File: config.mk
export PLATFORM = sky130hd
export DESIGN_NAME = hsn_grid_track_flat
export DESIGN_NICKNAME = d
export VERILOG_FILES = /design/src/hsn_pkg.sv /design/src/hsn_ifs.sv /design/src/hsn_grid_track.sv /design/src/flat_wrapper.sv
export SDC_FILE = /design/constraint.sdc
export NUM_CORES = 2
export LEC_CHECK = 0
export BUFFER_PORTS_ARGS = -buffer_cell sky130_fd_sc_hd__buf_2
export CELL_PAD_IN_SITES_DETAIL_PLACEMENT = 0
export CELL_PAD_IN_SITES_GLOBAL_PLACEMENT = 1
export CORE_AREA = 2 2 602 604
export DETAILED_ROUTE_END_ITERATION = 12
export DIE_AREA = 0 0 604 606
export PLACE_DENSITY_LB_ADDON = 0.1
export SETUP_SLACK_MARGIN = 0.2
export SLEW_MARGIN = 20
export SYNTH_ARGS = -nofsm -noshare
export SYNTH_HDL_FRONTEND = slang
export SYNTH_SLANG_ARGS = --single-unit
File: constraint.sdc
create_clock -name i_clk -period 17.05 [get_ports i_clk]
set_input_delay 1.705 -clock i_clk [delete_from_list [all_inputs] [get_ports i_clk]]
set_output_delay 1.705 -clock i_clk [all_outputs]
set_load 0.02 [all_outputs]
File: src/hsn_pkg.sv
// Shared widths, constants and types of the heightmap surface normal block
`default_nettype none

package hsn_pkg;

    // Grid geometry
    localparam int MAX_GRID   = 256;
    localparam int MIN_GRID   = 2;
    localparam int IDX_W      = $clog2(MAX_GRID);
    localparam int GRID_W     = 9;
    localparam int CELL_W     = 8;

    // Height samples, Q8.8
    localparam int HEIGHT_W   = 16;
    localparam int HEIGHT_FRAC = 8;

    // Corner difference sums and their squares
    localparam int DIFF_W     = HEIGHT_W + 2;
    localparam int MAG_W      = DIFF_W - 1;
    localparam int SQ_W       = 2 * MAG_W;
    localparam int SUM_W      = SQ_W + 2;
    localparam int REM_W      = SUM_W + 1;

    // Vertical component of the unnormalized vector, scaled, and its square
    localparam int Y_MAG      = 2 << HEIGHT_FRAC;
    localparam int Y_SQ       = Y_MAG * Y_MAG;

    // Division and square root sequencing
    localparam int QUO_W      = 32;
    localparam int DIV_STEPS  = 31;
    localparam int ROOT_W     = 16;
    localparam int SQRT_STEPS = ROOT_W;
    localparam int SREM_W     = ROOT_W + 2;
    localparam int STEP_W     = $clog2(DIV_STEPS);

    // Normal components, Q1.14
    localparam int Q_W        = 15;
    localparam int OUT_W      = 16;

    // Component being normalized
    typedef enum logic [1:0] {
        COMP_X = 2'd0,
        COMP_Y = 2'd1,
        COMP_Z = 2'd2
    } t_comp;

    // One cell handed from the grid tracker to the normalizer
    typedef struct packed {
        logic signed [DIFF_W-1:0] dx;
        logic signed [DIFF_W-1:0] dz;
        logic [CELL_W-1:0]        row;
        logic [CELL_W-1:0]        col;
        logic                     last;
    } t_cell_job;

endpackage

`default_nettype wire

File: src/hsn_ifs.sv
// Valid/ready channel interfaces of the heightmap surface normal block
`default_nettype none

interface hsn_sample_if;
    logic                                   valid;
    logic                                   ready;
    logic signed [hsn_pkg::HEIGHT_W-1:0]    height_sample;
    logic                                   grid_start;

    modport source (output valid, output height_sample, output grid_start, input ready);
    modport sink   (input valid, input height_sample, input grid_start, output ready);
endinterface

interface hsn_cfg_if;
    logic                           valid;
    logic                           ready;
    logic [hsn_pkg::GRID_W-1:0]     grid_size;

    modport source (output valid, output grid_size, input ready);
    modport sink   (input valid, input grid_size, output ready);
endinterface


`default_nettype wire

File: src/hsn_grid_track.sv
// Grid position tracking, previous-row store and corner differences
`default_nettype none

module hsn_grid_track (
    input  logic                i_clk,
    input  logic                i_rst_n,
    hsn_cfg_if.sink             i_cfg,
    hsn_sample_if.sink          i_sample,
    input  logic                i_norm_busy,
    output logic                o_job_valid,
    output hsn_pkg::t_cell_job  o_job
);
    import hsn_pkg::*;

    typedef enum logic [2:0] {
        T_IDLE = 3'b001,
        T_READ = 3'b010,
        T_CALC = 3'b100
    } t_track_state;

    t_track_state               r_state, n_state;
    logic [GRID_W-1:0]          r_grid_size;
    logic [IDX_W-1:0]           r_row, n_row;
    logic [IDX_W-1:0]           r_col, n_col;
    logic [IDX_W-1:0]           r_pos_row, n_pos_row;
    logic [IDX_W-1:0]           r_pos_col, n_pos_col;
    logic signed [HEIGHT_W-1:0] r_h;
    logic signed [HEIGHT_W-1:0] r_up;
    logic signed [HEIGHT_W-1:0] r_left;
    logic signed [HEIGHT_W-1:0] r_upleft;
    logic signed [HEIGHT_W-1:0] r_row_store [MAX_GRID];

    logic                       in_accept;
    logic                       cfg_accept;
    logic [GRID_W-1:0]          sz;
    logic [GRID_W-1:0]          adj_col, adj_row;
    logic [GRID_W-1:0]          inc_col, inc_row;
    logic                       is_cell;
    logic                       is_last;
    logic signed [DIFF_W-1:0]   e_h00, e_h01, e_h10, e_h11;

    // Handshakes
    assign i_cfg.ready    = 1'b1;
    assign cfg_accept     = i_cfg.valid && i_cfg.ready;
    assign i_sample.ready = (r_state == T_IDLE) && !i_norm_busy;
    assign in_accept      = i_sample.valid && i_sample.ready;

    // Clamp the grid size to the supported range
    always_comb begin
        if (r_grid_size < GRID_W'(MIN_GRID)) begin
            sz = GRID_W'(MIN_GRID);
        end else if (r_grid_size > GRID_W'(MAX_GRID)) begin
            sz = GRID_W'(MAX_GRID);
        end else begin
            sz = r_grid_size;
        end
    end

    // Fix up the position of an incoming sample against start flag and size
    always_comb begin
        adj_col = GRID_W'(r_col);
        adj_row = GRID_W'(r_row);
        if (i_sample.grid_start) begin
            adj_col = '0;
            adj_row = '0;
        end
        if (adj_col >= sz) begin
            adj_col = '0;
            adj_row = adj_row + GRID_W'(1);
        end
        if (adj_row >= sz) begin
            adj_row = '0;
        end
        n_pos_col = adj_col[IDX_W-1:0];
        n_pos_row = adj_row[IDX_W-1:0];
    end

    // Advance to the following grid position
    always_comb begin
        inc_col = GRID_W'(r_pos_col) + GRID_W'(1);
        inc_row = GRID_W'(r_pos_row);
        if (inc_col >= sz) begin
            inc_col = '0;
            inc_row = inc_row + GRID_W'(1);
            if (inc_row >= sz) begin
                inc_row = '0;
            end
        end
        n_col = inc_col[IDX_W-1:0];
        n_row = inc_row[IDX_W-1:0];
    end

    // Build the cell from its four corners
    assign is_cell = (r_pos_row != '0) && (r_pos_col != '0);
    assign is_last = (GRID_W'(r_pos_row) == sz - GRID_W'(1))
                  && (GRID_W'(r_pos_col) == sz - GRID_W'(1));
    assign e_h00 = {{(DIFF_W-HEIGHT_W){r_upleft[HEIGHT_W-1]}}, r_upleft};
    assign e_h01 = {{(DIFF_W-HEIGHT_W){r_up[HEIGHT_W-1]}}, r_up};
    assign e_h10 = {{(DIFF_W-HEIGHT_W){r_left[HEIGHT_W-1]}}, r_left};
    assign e_h11 = {{(DIFF_W-HEIGHT_W){r_h[HEIGHT_W-1]}}, r_h};

    assign o_job_valid = (r_state == T_CALC) && is_cell;
    assign o_job.dx    = e_h10 + e_h11 - e_h00 - e_h01;
    assign o_job.dz    = e_h01 + e_h11 - e_h00 - e_h10;
    assign o_job.row   = CELL_W'(r_pos_row - IDX_W'(1));
    assign o_job.col   = CELL_W'(r_pos_col - IDX_W'(1));
    assign o_job.last  = is_last;

    // Sequence: take sample, read row store, update neighbors
    always_comb begin
        n_state = r_state;
        case (r_state)
            T_IDLE: begin
                if (in_accept) begin
                    n_state = T_READ;
                end
            end
            T_READ: begin
                n_state = T_CALC;
            end
            T_CALC: begin
                n_state = T_IDLE;
            end
            default: begin
                n_state = T_IDLE;
            end
        endcase
    end

    // Control and neighbor state
    always_ff @(posedge i_clk) begin
        if (!i_rst_n) begin
            r_state     <= T_IDLE;
            r_grid_size <= GRID_W'(MAX_GRID);
            r_row       <= '0;
            r_col       <= '0;
            r_left      <= '0;
            r_upleft    <= '0;
        end else begin
            r_state <= n_state;
            if (cfg_accept) begin
                r_grid_size <= i_cfg.grid_size;
            end
            if (r_state == T_CALC) begin
                r_row    <= n_row;
                r_col    <= n_col;
                r_left   <= r_h;
                r_upleft <= r_up;
            end
        end
    end

    // Hold the sample and its position
    always_ff @(posedge i_clk) begin
        if (in_accept) begin
            r_h       <= i_sample.height_sample;
            r_pos_row <= n_pos_row;
            r_pos_col <= n_pos_col;
        end
    end

    // Previous-row store: registered read, write back the current sample
    always_ff @(posedge i_clk) begin
        if (r_state == T_READ) begin
            r_up <= r_row_store[r_pos_col];
        end
        if (r_state == T_CALC) begin
            r_row_store[r_pos_col] <= r_h;
        end
    end

endmodule

`default_nettype wire

File: src/flat_wrapper.sv
// flat-port wrapper written by rule: the top's interface ports become plain ports
module hsn_grid_track_flat import hsn_pkg::*;
  (i_clk, i_rst_n, i_norm_busy, o_job_valid, o_job, i_cfg_valid, i_cfg_grid_size, i_cfg_ready, i_sample_valid, i_sample_height_sample, i_sample_grid_start, i_sample_ready);
  hsn_cfg_if i_cfg_i ();
  hsn_sample_if i_sample_i ();
  input  logic i_clk;
  input  logic i_rst_n;
  input  logic i_norm_busy;
  output logic o_job_valid;
  output hsn_pkg::t_cell_job o_job;
  input wire logic [$bits(i_cfg_i.valid)-1:0] i_cfg_valid;
  input wire logic [$bits(i_cfg_i.grid_size)-1:0] i_cfg_grid_size;
  output wire logic [$bits(i_cfg_i.ready)-1:0] i_cfg_ready;
  input wire logic [$bits(i_sample_i.valid)-1:0] i_sample_valid;
  input wire logic [$bits(i_sample_i.height_sample)-1:0] i_sample_height_sample;
  input wire logic [$bits(i_sample_i.grid_start)-1:0] i_sample_grid_start;
  output wire logic [$bits(i_sample_i.ready)-1:0] i_sample_ready;
  assign i_cfg_i.valid = i_cfg_valid;
  assign i_cfg_i.grid_size = i_cfg_grid_size;
  assign i_cfg_ready = i_cfg_i.ready;
  assign i_sample_i.valid = i_sample_valid;
  assign i_sample_i.height_sample = i_sample_height_sample;
  assign i_sample_i.grid_start = i_sample_grid_start;
  assign i_sample_ready = i_sample_i.ready;
  hsn_grid_track u_core (.i_clk(i_clk), .i_rst_n(i_rst_n), .i_cfg(i_cfg_i), .i_sample(i_sample_i), .i_norm_busy(i_norm_busy), .o_job_valid(o_job_valid), .o_job(o_job));
endmodule
# Word level (Yosys, flattened, before mapping)
# Memory sizes are Yosys's and may differ from the RTL's. A register that Yosys moved wholly into a read port is not among the register bits.
# Index checks and enable logic that the tools add are counted.
# word_totals
register_bits,92
ram_bits,4096
inputBits,31
wordCells,54
memories,1
# op_classes
addsub,12
magnitude_cmp,6
n_eq_ne,6
muxes,12
reduce_logical,8
# memory_table
memory,depth,word_bits,rd,rd_clocked_by_memory_dff,wr,line_no,source
u_core.r_row_store,256,16,1,1,1,hsn_grid_track.sv:31,logic signed [HEIGHT_W-1:0] r_row_store [MAX_GRID];
# op_table
op,n
$mux 8,5
$sub 17x16->18,2
$sub 18x16->18,2
$add 16x16->17,2
$add 8x1->9 const B,3
$ge 9x9->1,3
$mux 9,3
$eq 8x9->1,2
$reduce_bool 8->1,2
$sub 8x1->8 const B,2
$ge 8x9->1,1
$gt 9x9->1 const B,1
$lt 9x2->1 const B,1
$sub 9x1->9 const B,1
$pmux 3 s2,1
$logic_and 1x1->1,5
$eq 3x1->1 const B,1
$eq 3x2->1 const B,1
$eq 3x3->1 const B,1
$mux 3,1
$mux 1,2
$ne 2x1->1 const B,1
$logic_not 1->1,1

# Longest topological paths before layout
# depth
ltp_word,6
mapped_depth,22
ltp_nobuf,21

# Least setup slack after synthesis
# No wires, ideal clock.
# synth_path
path_kind,reg-to-output
from,register u_core.r_h[0]
to,output o_job[33] (netlist name)
arrival_time_ps,6568
t_required_ps,15345
slack_ps,8777
path_stages_with_launch,15
cell_sequence,edfxtp_1 -> inv_1 -> fa_1 -> inv_1 -> ha_1 -> inv_1 -> fa_1 -> nor2b_1 -> o21a_1 -> o21ai_0 -> a211oi_1 -> nor3_1 -> or3_1 -> a21oi_1 -> nand4b_1
# synth_lines
item,line_no,source
start: declaration,hsn_grid_track.sv:27,logic signed [HEIGHT_W-1:0] r_h;
start signal: assignment,hsn_grid_track.sv:156,r_h <= i_sample.height_sample;
end: declaration,flat_wrapper.sv:10,output hsn_pkg::t_cell_job o_job;

==> results.txt <==
outcome - complete, no violations
# resized after CTS - 0
M2 GR Usage - 41.1%
cts hold-fix bufs - 0
RSZ-0062 raised after global routing - false
Most Used Layer, Global Route - met2
final core occ - 52.2%
crit end category - register
Critical Path Stages - 11
root buffer cell - clkbuf_16
# setup viols final - 0
Static Leak - 58.2 nW
grt total ovfl - 0
CP bufs+invs - 5
Final Cycle Share - 41.5%
Ys Warns - 0
post-synthesis sequential area ratio - 76.2%
Worst setup SP type - register
via/cell ratio - 6.16
CP top delay family - buffers and inverters
Top FF cell, synth - edfxtp_1
area post-placement - 174000 um^2
Synth Cell Area - 165000 um^2
met1 usage - 36.4%
Tot GR Track Use - 25.8%
Fin Setup TNS - 0 ns
max-cap viol count - 0
CTS Buf Count - 444
Mapped Cells - 7213
share of the synthesized area in the top cell type - 75.4%
hold depth - 2
max incr delay on CP - 0.70 ns
CP Max Fanout - 94
Fin. Hold Viols - 0
Post-Syn Nets - 7392
Layout area overhead - 14.0%
VDD IR max - 0.0996 mV
via total after detailed routing - 79.5k
power density cells - 115 nW/um^2
FFs w/ async S/R, synth - 0%
Netlist cell types - 64
fin. max-slew vios - 0
Starting DRT DRC Count - 10.3k
Critical-path top delay cell - nand4_1
min-delay worst type - register to register
Required @ worst endpoint - 17.49 ns
Nets - 7939
GP Congestion - 0.846
initial core utilization - 45.8%
# DRC - 0
clock sinks - 4204
routing usage on met3 - 4.75%
top-count cell post-synth - edfxtp_1
die area - 366000 um^2
Clock Latency Late Sink - 0.99 ns
core area - 360000 um^2
first-pass iteration count of the detailed router - 5
Final Instance Area - 188000 um^2
FF+latch count, synth - 4204
IO Pins - 87
layout cell share with drive strength beyond 1 - 32.9%
PortBufs - 85
Routed WL per cell - 36.6 um
Peak Freq - 0.141 GHz
WP data arrival - 7.51 ns
CP Cell Sequence - buf_4, buf_12, buf_4, buf_12, buf_12, mux4_2, mux4_2, mux2i_1, nor3_1, nor4_1, nand4_1
Most common cell on crit path - buf_12
CTS tree - built
Die Wd - 604 um
final setup skew - 0.0721 ns
largest net degree at the start of global routing - 221
Rows - 221
H-tree depth - 5
reg2reg path depth - 11
overall routed net length - 473000 um
Post-synth top cells - 4144 x edfxtp_1, 1275 x mux4_2, 355 x nor2_1
Vert. Die Dim - 606 um
Slew HR - 17.7%
first-pass GRT wire length - 650000 um
post-CTS setup buffer count - 0
syn_area_per_cell - 22.9 um^2
CTS max path bufs - 4
Crit Path Class - register to register
Detail Route Antenna Nets - 0
Worst Max-Slew Pin Slew - 1.24 ns
vias in the first global route - 79.8k
initial antenna violation count - 25
post-layout min period - 7.07 ns
EDFF count, synth - 4144
Synth area leader - edfxtp_1
Clock transition at path regs - 0.06 ns
Synth area leaders - edfxtp_1 75%, mux4_2 17%, nor2_1 0.81%
DP HPWL - 273000 um
## through the flow
stage	hold slack, ns	instances	power, mW	worst slack, ns
2_1_floorplan	0.436	7213	12.0	8.78
3_3_place_gp	0.444	12100	12.3	8.57
3_5_place_dp	0.447	12100	12.4	9.92
4_1_cts	0.455	12900	21.7	9.89
5_1_grt	0.472	12900	22.1	9.55
6_report	0.455	12900	21.5	9.98
## cells by family (layout without fill, tap and decap cells)
logic type | after synthesis | after routing | share of synthesized area (%)
compound gates | 298 | 298 | 1.22
xor+xnor | 63 | 63 | 0.335
fa+ha+maj | 148 | 148 | 1.42
buf+inv | 472 | 1372 | 1.30
flops | 4204 | 4204 | 76.2
mux | 1313 | 1313 | 17.6
other cells | 1 | 10 | 0.00227
simple gates | 714 | 714 | 1.91
## worst reg2reg max path, cell delays in order, from the launching register on
cell	delay (ns)
edfxtp_1	0.32
buf_4	0.42
buf_12	0.64
buf_4	0.81
buf_12	0.53
buf_12	0.89
mux4_2	0.76
mux4_2	0.59
mux2i_1	0.45
nor3_1	0.10
nor4_1	0.34
nand4_1	0.70
## per-layer routing
metal	wire length, um	vias up	share of wire, %
li1	-	31700	-
met1	195000	44000	41
met2	226000	3240	48
met3	35800	654	7.6
met4	16300	6	3.5
met5	40	-	0.0085
## registers in the layout, summed over array words and instances (netlist names)
name / flops
u_core.r_h: 16
u_core.r_row: 8
u_core.r_left: 16
u_core.r_grid_size: 9
u_core.r_row_store: 4096
u_core.r_up: 16
u_core.r_col: 8
u_core.r_upleft: 16
u_core.r_pos_row: 8
u_core.r_state: 3
u_core.r_pos_col: 8
## cell type report
| class | count | area (um^2) |
|---|---|---|
| inverter | 86 | 323 |
| sequential | 4204 | 126000 |
| tap | 4794 | 6000 |
| fill | 28000 | 172000 |
| clock inverter | 265 | 2510 |
| antenna | 9 | 22.5 |
| multi-input combinational | 2537 | 38000 |
| clock buffer | 534 | 11600 |
| timing repair buffer | 487 | 3890 |
## final timing paths
kind                        from             endpoint  slack, ns
min reg2reg  u_core.r_upleft[13]  u_core.r_upleft[13]       0.46
min          u_core.r_upleft[13]  u_core.r_upleft[13]       0.46
max reg2reg  u_core.r_pos_col[0]       u_core.r_up[0]       9.98
max          u_core.r_pos_col[0]       u_core.r_up[0]       9.98
## power by group
part	total [mW]	leakage [nW]	internal, mW	switching (mW)
Sequential	11.3	37.7	11.3	0.00993
Clock	9.40	6.84	5.39	4.02
Combinational	0.801	13.7	0.283	0.518
## cell usage in the layout, fill, tap and decap left out, types with 20 or more instances in the layout
cell / instances
a21oi_1: 72
a22oi_1: 94
and2_1: 20
buf_12: 23
buf_2: 85
buf_4: 367
bufinv_16: 38
clkbuf_1: 84
clkbuf_16: 448
clkinv_1: 111
clkinv_2: 78
dfxtp_1: 60
edfxtp_1: 4144
fa_1: 66
ha_1: 82
inv_1: 83
mux2i_1: 31
mux4_2: 1275
nand2_1: 140
nand2b_1: 20
nand3_1: 38
nor2_1: 89
nor2_2: 250
nor2b_1: 20
nor3_1: 35
o21ai_0: 30
xnor2_1: 44
(Power assumes the default switching activity.)
