### src/hsn_pkg.sv
// Shared widths, constants and types of the heightmap surface normal block
`default_nettype none

package hsn_pkg;

    // Grid geometry
    localparam int MAX_GRID   = 256;
    localparam int MIN_GRID   = 2;
    localparam int IDX_W      = $clog2(MAX_GRID);
    localparam int GRID_W     = 9;
    localparam int CELL_W     = 8;

    // Height samples, Q8.8
    localparam int HEIGHT_W   = 16;
    localparam int HEIGHT_FRAC = 8;

    // Corner difference sums and their squares
    localparam int DIFF_W     = HEIGHT_W + 2;
    localparam int MAG_W      = DIFF_W - 1;
    localparam int SQ_W       = 2 * MAG_W;
    localparam int SUM_W      = SQ_W + 2;
    localparam int REM_W      = SUM_W + 1;

    // Vertical component of the unnormalized vector, scaled, and its square
    localparam int Y_MAG      = 2 << HEIGHT_FRAC;
    localparam int Y_SQ       = Y_MAG * Y_MAG;

    // Division and square root sequencing
    localparam int QUO_W      = 32;
    localparam int DIV_STEPS  = 31;
    localparam int ROOT_W     = 16;
    localparam int SQRT_STEPS = ROOT_W;
    localparam int SREM_W     = ROOT_W + 2;
    localparam int STEP_W     = $clog2(DIV_STEPS);

    // Normal components, Q1.14
    localparam int Q_W        = 15;
    localparam int OUT_W      = 16;

    // Component being normalized
    typedef enum logic [1:0] {
        COMP_X = 2'd0,
        COMP_Y = 2'd1,
        COMP_Z = 2'd2
    } t_comp;

    // One cell handed from the grid tracker to the normalizer
    typedef struct packed {
        logic signed [DIFF_W-1:0] dx;
        logic signed [DIFF_W-1:0] dz;
        logic [CELL_W-1:0]        row;
        logic [CELL_W-1:0]        col;
        logic                     last;
    } t_cell_job;

endpackage

`default_nettype wire

### src/hsn_ifs.sv
// Valid/ready channel interfaces of the heightmap surface normal block
`default_nettype none


interface hsn_normal_if;
    logic                               valid;
    logic                               ready;
    logic signed [hsn_pkg::OUT_W-1:0]   normal_x;
    logic [hsn_pkg::Q_W-1:0]            normal_y;
    logic signed [hsn_pkg::OUT_W-1:0]   normal_z;
    logic [hsn_pkg::CELL_W-1:0]         cell_row;
    logic [hsn_pkg::CELL_W-1:0]         cell_col;
    logic                               last_cell;

    modport source (output valid, output normal_x, output normal_y, output normal_z,
                    output cell_row, output cell_col, output last_cell, input ready);
    modport sink   (input valid, input normal_x, input normal_y, input normal_z,
                    input cell_row, input cell_col, input last_cell, output ready);
endinterface

`default_nettype wire

### src/hsn_normalize.sv
// Iterative normalizer: squares, then restoring divide and square root per component
`default_nettype none

module hsn_normalize (
    input  logic                i_clk,
    input  logic                i_rst_n,
    input  logic                i_job_valid,
    input  hsn_pkg::t_cell_job  i_job,
    output logic                o_busy,
    hsn_normal_if.source        o_normal
);
    import hsn_pkg::*;

    typedef enum logic [7:0] {
        N_IDLE  = 8'b0000_0001,
        N_SQX   = 8'b0000_0010,
        N_SQZ   = 8'b0000_0100,
        N_SUM   = 8'b0000_1000,
        N_DIV   = 8'b0001_0000,
        N_SQRT  = 8'b0010_0000,
        N_STORE = 8'b0100_0000,
        N_DONE  = 8'b1000_0000
    } t_norm_state;

    t_norm_state                r_state, n_state;
    t_comp                      r_comp, n_comp;
    logic [STEP_W-1:0]          r_step, n_step;
    logic [MAG_W-1:0]           r_adx, r_adz;
    logic                       r_neg_x, r_neg_z;
    logic [CELL_W-1:0]          r_row, r_col;
    logic                       r_last;
    logic [SQ_W-1:0]            r_sqx, n_sqx;
    logic [SQ_W-1:0]            r_sqz, n_sqz;
    logic [SUM_W-1:0]           r_s, n_s;
    logic [REM_W-1:0]           r_rem, n_rem;
    logic [QUO_W-1:0]           r_quo, n_quo;
    logic [ROOT_W-1:0]          r_root, n_root;
    logic [Q_W-1:0]             r_qx, r_qy, r_qz;
    logic [Q_W-1:0]             n_qx, n_qy, n_qz;

    logic                       r_out_valid, n_out_valid;
    logic                       out_load;
    logic signed [OUT_W-1:0]    r_nx, r_nz;
    logic [Q_W-1:0]             r_ny;
    logic [CELL_W-1:0]          r_ocr, r_occ;
    logic                       r_olast;

    logic                       out_take;
    logic                       job_take;
    logic signed [DIFF_W-1:0]   neg_dx, neg_dz;
    logic [MAG_W-1:0]           mul_a;
    logic [SQ_W-1:0]            product;
    logic [REM_W-1:0]           div_cand;
    logic [SREM_W+1:0]          sqrt_a;
    logic [SREM_W-1:0]          sqrt_trial;
    logic [REM_W-1:0]           sub_a, sub_b;
    logic [REM_W:0]             sub_diff;
    logic                       sub_ge;
    logic [ROOT_W:0]            root_inc;
    logic [Q_W-1:0]             q_new;
    t_comp                      ld_comp;
    logic [REM_W-1:0]           ld_v2;
    logic                       ld_div;

    assign out_take = r_out_valid && o_normal.ready;
    assign job_take = (r_state == N_IDLE) && i_job_valid;
    assign o_busy   = (r_state != N_IDLE);

    // Magnitudes of the corner difference sums
    assign neg_dx = -i_job.dx;
    assign neg_dz = -i_job.dz;

    // Shared squarer
    assign mul_a   = (r_state == N_SQZ) ? r_adz : r_adx;
    assign product = SQ_W'(mul_a) * SQ_W'(mul_a);

    // Shared compare-subtract unit: division step or square root step
    assign div_cand   = (r_step == '0) ? r_rem : {r_rem[REM_W-2:0], 1'b0};
    assign sqrt_a     = {r_rem[SREM_W-1:0], r_quo[QUO_W-1 -: 2]};
    assign sqrt_trial = {r_root, 2'b01};
    assign sub_a      = (r_state == N_DIV) ? div_cand : REM_W'(sqrt_a);
    assign sub_b      = (r_state == N_DIV) ? REM_W'(r_s) : REM_W'(sqrt_trial);
    assign sub_diff   = {1'b0, sub_a} - {1'b0, sub_b};
    assign sub_ge     = !sub_diff[REM_W];

    // Round the root to the output scale
    assign root_inc = {1'b0, r_root} + (ROOT_W+1)'(1);
    assign q_new    = root_inc[Q_W:1];

    // Pick the squared component that the next division starts from
    always_comb begin
        case (ld_comp)
            COMP_X:  ld_v2 = REM_W'(r_sqx);
            COMP_Y:  ld_v2 = REM_W'(Y_SQ);
            COMP_Z:  ld_v2 = REM_W'(r_sqz);
            default: ld_v2 = '0;
        endcase
    end

    // Sequencer and datapath next values
    always_comb begin
        n_state     = r_state;
        n_comp      = r_comp;
        n_step      = r_step;
        n_sqx       = r_sqx;
        n_sqz       = r_sqz;
        n_s         = r_s;
        n_rem       = r_rem;
        n_quo       = r_quo;
        n_root      = r_root;
        n_qx        = r_qx;
        n_qy        = r_qy;
        n_qz        = r_qz;
        n_out_valid = r_out_valid;
        out_load    = 1'b0;
        ld_div      = 1'b0;
        ld_comp     = COMP_X;

        if (out_take) begin
            n_out_valid = 1'b0;
        end

        case (r_state)
            N_IDLE: begin
                if (job_take) begin
                    n_state = N_SQX;
                end
            end
            N_SQX: begin
                n_sqx   = product;
                n_state = N_SQZ;
            end
            N_SQZ: begin
                n_sqz   = product;
                n_state = N_SUM;
            end
            N_SUM: begin
                n_s     = SUM_W'(r_sqx) + SUM_W'(r_sqz) + SUM_W'(Y_SQ);
                ld_comp = COMP_X;
                ld_div  = 1'b1;
            end
            N_DIV: begin
                // One quotient bit per cycle
                if (sub_ge) begin
                    n_rem = sub_diff[REM_W-1:0];
                    n_quo = {r_quo[QUO_W-2:0], 1'b1};
                end else begin
                    n_rem = div_cand;
                    n_quo = {r_quo[QUO_W-2:0], 1'b0};
                end
                if (r_step == STEP_W'(DIV_STEPS - 1)) begin
                    n_state = N_SQRT;
                    n_step  = '0;
                    n_rem   = '0;
                    n_root  = '0;
                end else begin
                    n_step = r_step + STEP_W'(1);
                end
            end
            N_SQRT: begin
                // One root bit per cycle, two radicand bits shifted in
                if (sub_ge) begin
                    n_rem  = REM_W'(sub_diff[SREM_W-1:0]);
                    n_root = {r_root[ROOT_W-2:0], 1'b1};
                end else begin
                    n_rem  = REM_W'(sqrt_a[SREM_W-1:0]);
                    n_root = {r_root[ROOT_W-2:0], 1'b0};
                end
                n_quo = {r_quo[QUO_W-3:0], 2'b00};
                if (r_step == STEP_W'(SQRT_STEPS - 1)) begin
                    n_state = N_STORE;
                    n_step  = '0;
                end else begin
                    n_step = r_step + STEP_W'(1);
                end
            end
            N_STORE: begin
                case (r_comp)
                    COMP_X: begin
                        n_qx    = q_new;
                        ld_comp = COMP_Y;
                        ld_div  = 1'b1;
                    end
                    COMP_Y: begin
                        n_qy    = q_new;
                        ld_comp = COMP_Z;
                        ld_div  = 1'b1;
                    end
                    default: begin
                        n_qz    = q_new;
                        n_state = N_DONE;
                    end
                endcase
            end
            N_DONE: begin
                // Move the result into the output register once it is free
                if (!r_out_valid || out_take) begin
                    out_load    = 1'b1;
                    n_out_valid = 1'b1;
                    n_state     = N_IDLE;
                end
            end
            default: begin
                n_state = N_IDLE;
            end
        endcase

        // Start the division for a component
        if (ld_div) begin
            n_state = N_DIV;
            n_comp  = ld_comp;
            n_step  = '0;
            n_rem   = ld_v2;
            n_quo   = '0;
        end
    end

    // Control state
    always_ff @(posedge i_clk) begin
        if (!i_rst_n) begin
            r_state     <= N_IDLE;
            r_comp      <= COMP_X;
            r_step      <= '0;
            r_out_valid <= 1'b0;
        end else begin
            r_state     <= n_state;
            r_comp      <= n_comp;
            r_step      <= n_step;
            r_out_valid <= n_out_valid;
        end
    end

    // Working registers
    always_ff @(posedge i_clk) begin
        if (job_take) begin
            r_adx   <= i_job.dx[DIFF_W-1] ? neg_dx[MAG_W-1:0] : i_job.dx[MAG_W-1:0];
            r_adz   <= i_job.dz[DIFF_W-1] ? neg_dz[MAG_W-1:0] : i_job.dz[MAG_W-1:0];
            r_neg_x <= !i_job.dx[DIFF_W-1];
            r_neg_z <= !i_job.dz[DIFF_W-1];
            r_row   <= i_job.row;
            r_col   <= i_job.col;
            r_last  <= i_job.last;
        end
        r_sqx  <= n_sqx;
        r_sqz  <= n_sqz;
        r_s    <= n_s;
        r_rem  <= n_rem;
        r_quo  <= n_quo;
        r_root <= n_root;
        r_qx   <= n_qx;
        r_qy   <= n_qy;
        r_qz   <= n_qz;
    end

    // Output register, signs applied on load
    always_ff @(posedge i_clk) begin
        if (out_load) begin
            r_nx    <= r_neg_x ? (OUT_W'(0) - OUT_W'(r_qx)) : OUT_W'(r_qx);
            r_ny    <= r_qy;
            r_nz    <= r_neg_z ? (OUT_W'(0) - OUT_W'(r_qz)) : OUT_W'(r_qz);
            r_ocr   <= r_row;
            r_occ   <= r_col;
            r_olast <= r_last;
        end
    end

    assign o_normal.valid     = r_out_valid;
    assign o_normal.normal_x  = r_nx;
    assign o_normal.normal_y  = r_ny;
    assign o_normal.normal_z  = r_nz;
    assign o_normal.cell_row  = r_ocr;
    assign o_normal.cell_col  = r_occ;
    assign o_normal.last_cell = r_olast;

endmodule

`default_nettype wire

### src/flat_wrapper.sv
// flat-port wrapper written by rule: the top's interface ports become plain ports
module hsn_normalize_flat import hsn_pkg::*;
  (i_clk, i_rst_n, i_job_valid, i_job, o_busy, o_normal_valid, o_normal_normal_x, o_normal_normal_y, o_normal_normal_z, o_normal_cell_row, o_normal_cell_col, o_normal_last_cell, o_normal_ready);
  hsn_normal_if o_normal_i ();
  input  logic i_clk;
  input  logic i_rst_n;
  input  logic i_job_valid;
  input  hsn_pkg::t_cell_job i_job;
  output logic o_busy;
  output wire logic [$bits(o_normal_i.valid)-1:0] o_normal_valid;
  output wire logic [$bits(o_normal_i.normal_x)-1:0] o_normal_normal_x;
  output wire logic [$bits(o_normal_i.normal_y)-1:0] o_normal_normal_y;
  output wire logic [$bits(o_normal_i.normal_z)-1:0] o_normal_normal_z;
  output wire logic [$bits(o_normal_i.cell_row)-1:0] o_normal_cell_row;
  output wire logic [$bits(o_normal_i.cell_col)-1:0] o_normal_cell_col;
  output wire logic [$bits(o_normal_i.last_cell)-1:0] o_normal_last_cell;
  input wire logic [$bits(o_normal_i.ready)-1:0] o_normal_ready;
  assign o_normal_valid = o_normal_i.valid;
  assign o_normal_normal_x = o_normal_i.normal_x;
  assign o_normal_normal_y = o_normal_i.normal_y;
  assign o_normal_normal_z = o_normal_i.normal_z;
  assign o_normal_cell_row = o_normal_i.cell_row;
  assign o_normal_cell_col = o_normal_i.cell_col;
  assign o_normal_last_cell = o_normal_i.last_cell;
  assign o_normal_i.ready = o_normal_ready;
  hsn_normalize u_core (.i_clk(i_clk), .i_rst_n(i_rst_n), .i_job_valid(i_job_valid), .i_job(i_job), .o_busy(o_busy), .o_normal(o_normal_i));
endmodule
### config.mk
export PLATFORM = sky130hd
export DESIGN_NAME = hsn_normalize_flat
export DESIGN_NICKNAME = d
export VERILOG_FILES = /design/src/hsn_pkg.sv /design/src/hsn_ifs.sv /design/src/hsn_normalize.sv /design/src/flat_wrapper.sv
export SDC_FILE = /design/constraint.sdc
export NUM_CORES = 1
export LEC_CHECK = 0
export BUFFER_PORTS_ARGS = -buffer_cell sky130_fd_sc_hd__clkbuf_2
export CAP_MARGIN = 20
export CORE_MARGIN = 2
export CORE_UTILIZATION = 60
export CTS_CLUSTER_DIAMETER = 40
export CTS_CLUSTER_SIZE = 28
export DETAILED_ROUTE_END_ITERATION = 10
export PLACE_DENSITY = 0.85
export SLEW_MARGIN = 5
export SYNTH_ARGS = -nofsm -noshare
export SYNTH_HDL_FRONTEND = slang
export SYNTH_SLANG_ARGS = --single-unit
export TNS_END_PERCENT = 20
### constraint.sdc
create_clock -name i_clk -period 13.8 [get_ports i_clk]
set_input_delay 1.38 -clock i_clk [delete_from_list [all_inputs] [get_ports i_clk]]
set_output_delay 1.38 -clock i_clk [all_outputs]
set_load 0.01 [all_outputs]
* Yosys cells after proc, flatten, opt, wreduce, memory -nomap -nowiden
Index checks and enable logic that the tools add are counted.
W data, S select, Z words.
** Operators by class
- Add/sub/neg operators :: 9
- Multiply operators :: 1
- Divide/modulo/power cells :: 0
- Magnitude comparators :: 0
- Equality and inequality tests :: 25
- Shifts and indexed selects :: 0
- Mux-type cells :: 38
- Bitwise logic cells :: 3
- Reduce and logical (&&, ||, !) cells :: 19
** Operator list (count)
- $mux W37 :: 5
- $pmux W34 S3 :: 1
- $pmux W37 S2 :: 1
- $pmux W32 S2 :: 1
- $pmux W8 S8 :: 1
- $mux W17 :: 3
- $mux W8 :: 5
- $sub A37 B37 Y38 :: 1
- $add A36 B19 Y36 const B :: 1
- $mux W36 :: 1
- $add A34 B34 Y35 :: 1
- $mul A17 B17 Y34 :: 1
- $neg A17 Y17 :: 2
- $pmux W16 S2 :: 1
- $sub A1 B15 Y16 const A :: 2
- $mux W15 :: 2
- $mux W18 :: 1
- $add A16 B1 Y16 const B :: 1
- $mux W16 :: 1
- $mux W5 :: 3
- $reduce_and A6 Y1 :: 2
- $pmux W5 S2 :: 1
- $ne A3 B1 Y1 const B :: 3
- $eq A8 B1 Y1 const B :: 1
- 30 further kinds :: 53
** Storage, ports and cells
- Bits in registers :: 367
- Latch bits :: 0
- Bits in writable memories :: 0
- Memory bits (read-only) :: 0
- Input bits :: 57
- Output and inout bits :: 66
- Word-level logic and storage cells :: 124
- Memories kept :: 0

* Longest topological paths before layout
- Depth after elaboration :: 8
- Gate-level depth with buffers :: 30
- Gate-level depth less buffers :: 29

* Least setup slack after synthesis
No wires, ideal clock.
- Path type :: register to register
- From :: register u_core.r_state[0]
- To :: register u_core.r_sqx[26], data pin
- Setup time :: 0.262 ns
- Arrival :: 8.938 ns
- Data required time :: 13.538 ns
- Path slack :: 4.600 ns
- Cell stages (with the launch flop) :: 31
- Path buffers :: 2
- Clock period less this slack :: 9.200 ns
- Cell sequence :: dfxtp_1 -> nor2_1 -> nand2_1 -> nor4_1 -> clkbuf_1 -> mux2i_1 -> inv_1 -> buf_1 -> nand2_1 -> fa_1 -> inv_1 -> fa_1 -> inv_1 -> fa_1 -> inv_1 -> fa_1 -> fa_1 -> inv_1 -> fa_1 -> inv_1 -> ha_1 -> a21o_1 -> a21o_1 -> a2111oi_0 -> o21bai_1 -> or3_1 -> o21ai_0 -> nand2b_1 -> nand2b_1 -> a21oi_1 -> xnor2_1
** Between the ends
- Longest elaborated chain between the ends :: 3
** RTL lines
- start: declaration :: line hsn_normalize.sv:25 : t_norm_state r_state, n_state;
- start signal: assignment :: line hsn_normalize.sv:226 : r_state <= n_state;
- $eq A8 B3 Y1 :: line hsn_normalize.sv:74 : assign mul_a = (r_state == N_SQZ) ? r_adz : r_adx;
- $mux W17 :: line hsn_normalize.sv:74
- $mul A17 B17 Y34 :: line hsn_normalize.sv:75 : assign product = SQ_W'(mul_a) * SQ_W'(mul_a);
- named net u_core.product[26] :: line hsn_normalize.sv:52 : logic [SQ_W-1:0] product;
- end signal: assignment :: line hsn_normalize.sv:244 : r_sqx <= n_sqx;
- end: declaration :: line hsn_normalize.sv:32 : logic [SQ_W-1:0] r_sqx, n_sqx;
The timed path passes the listed nets, and every way through them passes these cells.
A chain may end at the register's enable or synchronous reset.

* Worst setup path in the final report
- From :: register u_core.r_state[0]
- To :: register u_core.r_sqx[32], data pin
The elaborated chain is that of the path after synthesis.

==> results.cfg <==
[layout]
fillers = 3328
commonest_non_fill_non_tap_cell_in_the_layout = sky130_fd_sc_hd__inv_1
area_growth_pct = 10.2
finalNetCount = 3201
layout-drive-gt1-share_pct = 9.70
mostFrequentLayoutCells = sky130_fd_sc_hd__inv_1, sky130_fd_sc_hd__edfxtp_1, sky130_fd_sc_hd__nand2_1

[synth]
synth.yosys.warnings = 0
synth_enable_flop_cells = 317
syn-cell-area_um2 = 27300
post_synth_inst_count = 2660
synth-main-ff-cell = sky130_fd_sc_hd__edfxtp_1
synth_fp_nets = 3094
ys_types = 87
synth_area_per_cell_um2 = 10.3
seq_area_frac_synth_pct = 38.4
ys_ff_latch = 365
synth-async-reset-ratio_pct = 0

[drt]
final_antenna_net_count = 0
drt-total-wl_um = 64300
drt-initial-drc-count = 1644
avgRoutedWirePerCell_um = 18.9
drt_pre_antenna_iters = 5
routed-via-count = 20294
route.detailed.vias_per_inst = 5.96
drc = 0

[floorplanning]
ios = 123
die_height_um = 217
floorplan.die.width_um = 217
area_of_the_placeable_core_um2 = 45200
rows = 78
effective_utilization_at_floorplan_pct = 60.4
floorplan.die_area_um2 = 47200

[timing]
finalClockSkew_ns = 0.0302
period_share_pct = 69.5
headroom_to_the_max_slew_limit_pct = 39.2
rsz0062_at_grt = false
finalSetupViolCount = 0
finalMaxSlewViolations = 0
finalCriticalPeriod_ns = 9.58
worstMarginPinSlew_ns = 0.900
finalHoldViolations = 0
setup-tns-final_ns = 0
max_freq_ghz = 0.104

[worst_hold_path]
hp-class = reg -> reg
hold-path-cell-count = 0

[clock_network]
number_of_clock_sinks_seen_by_cts = 365
cts_resized = 0
post-cts-setup-buffers = 0
number_of_buffers_created_by_cts = 45
cts.clk_slew.worst_paths_ns = 0.07
holdBufCountCts = 0
clock_path_buffers = 3
cts.root.buffer_cell = sky130_fd_sc_hd__clkbuf_16
worstSkewPairLatency_ns = 0.59
htreeDepth = 2
cts_tree = done

[global_routing]
antenna_found_initial = 0
grt.total_usage_pct = 27.7
pin_count_of_the_biggest_net_entering_global_routing = 78
first_pass_grt_wire_length_um = 104000
overflow = 0
grt_pass1_vias = 21079

[critical_path]
timing.reg2reg.setup_slack_ns = 4.22
crit_type = reg -> reg
cp_slowest_cell = sky130_fd_sc_hd__mux2i_1
cp-end-kind = flip-flop
path_delay_family = adder cells
worst_ep_arrival_time_ns = 9.91
critical_path.n_buffers_inverters = 7
timing.critical_path.slowest_cell_delay_ns = 0.81
element_type_at_the_critical_path_start = flip-flop
reg2reg_depth = 29
cp_max_fanout = 54
crit_required_ns = 14.12
worstSetupPathDepth = 29
crit_path_frequent_cell = sky130_fd_sc_hd__fa_1

[placement]
buffer_ports.inserted = 122
place_congestion = 0.968
dp_hpwl_um = 49300

[job]
maxCapViolCount = 0

[status]
status = finished, final reports clean
-- cell type report --
cell class / count / area [um^2] / share of cell area [%]
Inverter: 331 / 1240 / 4.13
Clock buffer: 51 / 1170 / 3.89
Antenna cell: 1 / 2.50 / 0.00832
Timing Repair Buffer: 149 / 821 / 2.73
Tap cell: 600 / 751 / 2.50
Sequential cell: 365 / 10500 / 34.9
Multi-Input combinational cell: 1875 / 15300 / 50.7
Clock inverter: 32 / 347 / 1.15
-- path summary, 6_finish.rpt --
check / startpoint / end
min: u_core.r_row[0] / u_core.o_normal.cell_row[0]
max: u_core.r_state[0] / u_core.r_sqx[32]
min reg2reg: u_core.r_row[0] / u_core.o_normal.cell_row[0]
max reg2reg: u_core.r_state[0] / u_core.r_sqx[32]
-- per-layer routing --
layer / vias up / track usage [%] / part of all wire [%]
li1: 9454 / - / -
met1: 9830 / 33.0 / 39
met2: 797 / 49.2 / 50
met3: 213 / 3.65 / 5.6
met4: 0 / 14.1 / 5.3
met5: - / 0 / 0
-- synth_stat cells (all sizes together), types with 5 or more instances --
cell	n	area, um^2
a211oi	15	123
a21boi	7	52.6
a21o	48	360
a21oi	154	790
a221oi	5	43.8
a22oi	47	353
a31oi	8	56.3
and2	20	125
and3	12	75.1
buf	11	62.6
clkbuf	78	293
clkinv	7	26.3
dfxtp	48	961
edfxtp	317	9520
fa	194	3880
ha	183	2290
inv	324	1220
mux2	9	101
mux2i	67	671
nand2	283	1060
nand2b	21	131
nand3	32	160
nand3b	8	60.1
nand4	16	100
nand4b	5	43.8
nor2	199	747
nor2b	17	114
nor3	44	220
nor4	12	75.1
o2111ai	5	43.8
o211ai	11	82.6
o21a	17	128
o21ai	122	622
o21bai	6	45.0
o221ai	15	138
o31a	7	62.6
o31ai	24	180
o41ai	6	52.6
or2	6	37.5
or3	21	131
xnor2	123	1080
xor2	49	429
-- stage by stage --
step           setup WS (ns)  std cells  cell area, um^2  hold WS (ns)  utilization [%]
3_3_place_gp            4.67       3318            28500         0.400             63.1
2_1_floorplan           4.60       2660            27300         0.400                -
5_1_grt                 3.81       3403            30100         0.407             66.5
4_1_cts                 4.36       3402            30100         0.412             66.5
3_5_place_dp            4.39       3319            28500         0.405             63.2
6_report                4.22       3404            30100         0.398             66.5
-- worst register-to-register path: cells and delay by family, from the launching register on --
family                   cells  cell delay (ns)
XOR/XNOR                     1             0.15
AND/OR/NAND/NOR              6             1.39
buffers and inverters        7             1.53
AO/OA/AOI/OAI                7             1.91
flip-flops                   1             0.34
adder cells (fa/ha/maj)      7             3.14
multiplexers                 1             0.86
-- state kept, by name, summed over array words and instances, names as in the netlist, 15 cells and up --
name	count
u_core.o_normal.normal_y	15
u_core.r_qx	15
u_core.r_qy	15
u_core.r_sqz	33
u_core.r_sqx	33
u_core.r_qz	15
u_core.r_root	16
u_core.r_s	36
u_core.r_adx	17
u_core.o_normal.normal_x	16
u_core.r_quo	32
u_core.r_rem	37
u_core.r_adz	17
u_core.o_normal.normal_z	16
-- logic make-up (layout without fill, tap and decap cells) --
kind of cell               after synthesis  in the layout  synth area share, %
and+or+nand+nor                        717            717                 12.0
AOI/OAI and AO/OA                      533            533                 12.8
buffers and inverters                  420            563                 5.85
adders and majority gates              377            377                 22.6
DFF                                    365            365                 38.4
xor gates and xnor gates               172            172                 5.55
muxes                                   76             76                 2.83
other                                    0              1                    0
Power is not shown: default switching activity piles up to over one toggle a cycle in this logic, so the estimate is an artifact.
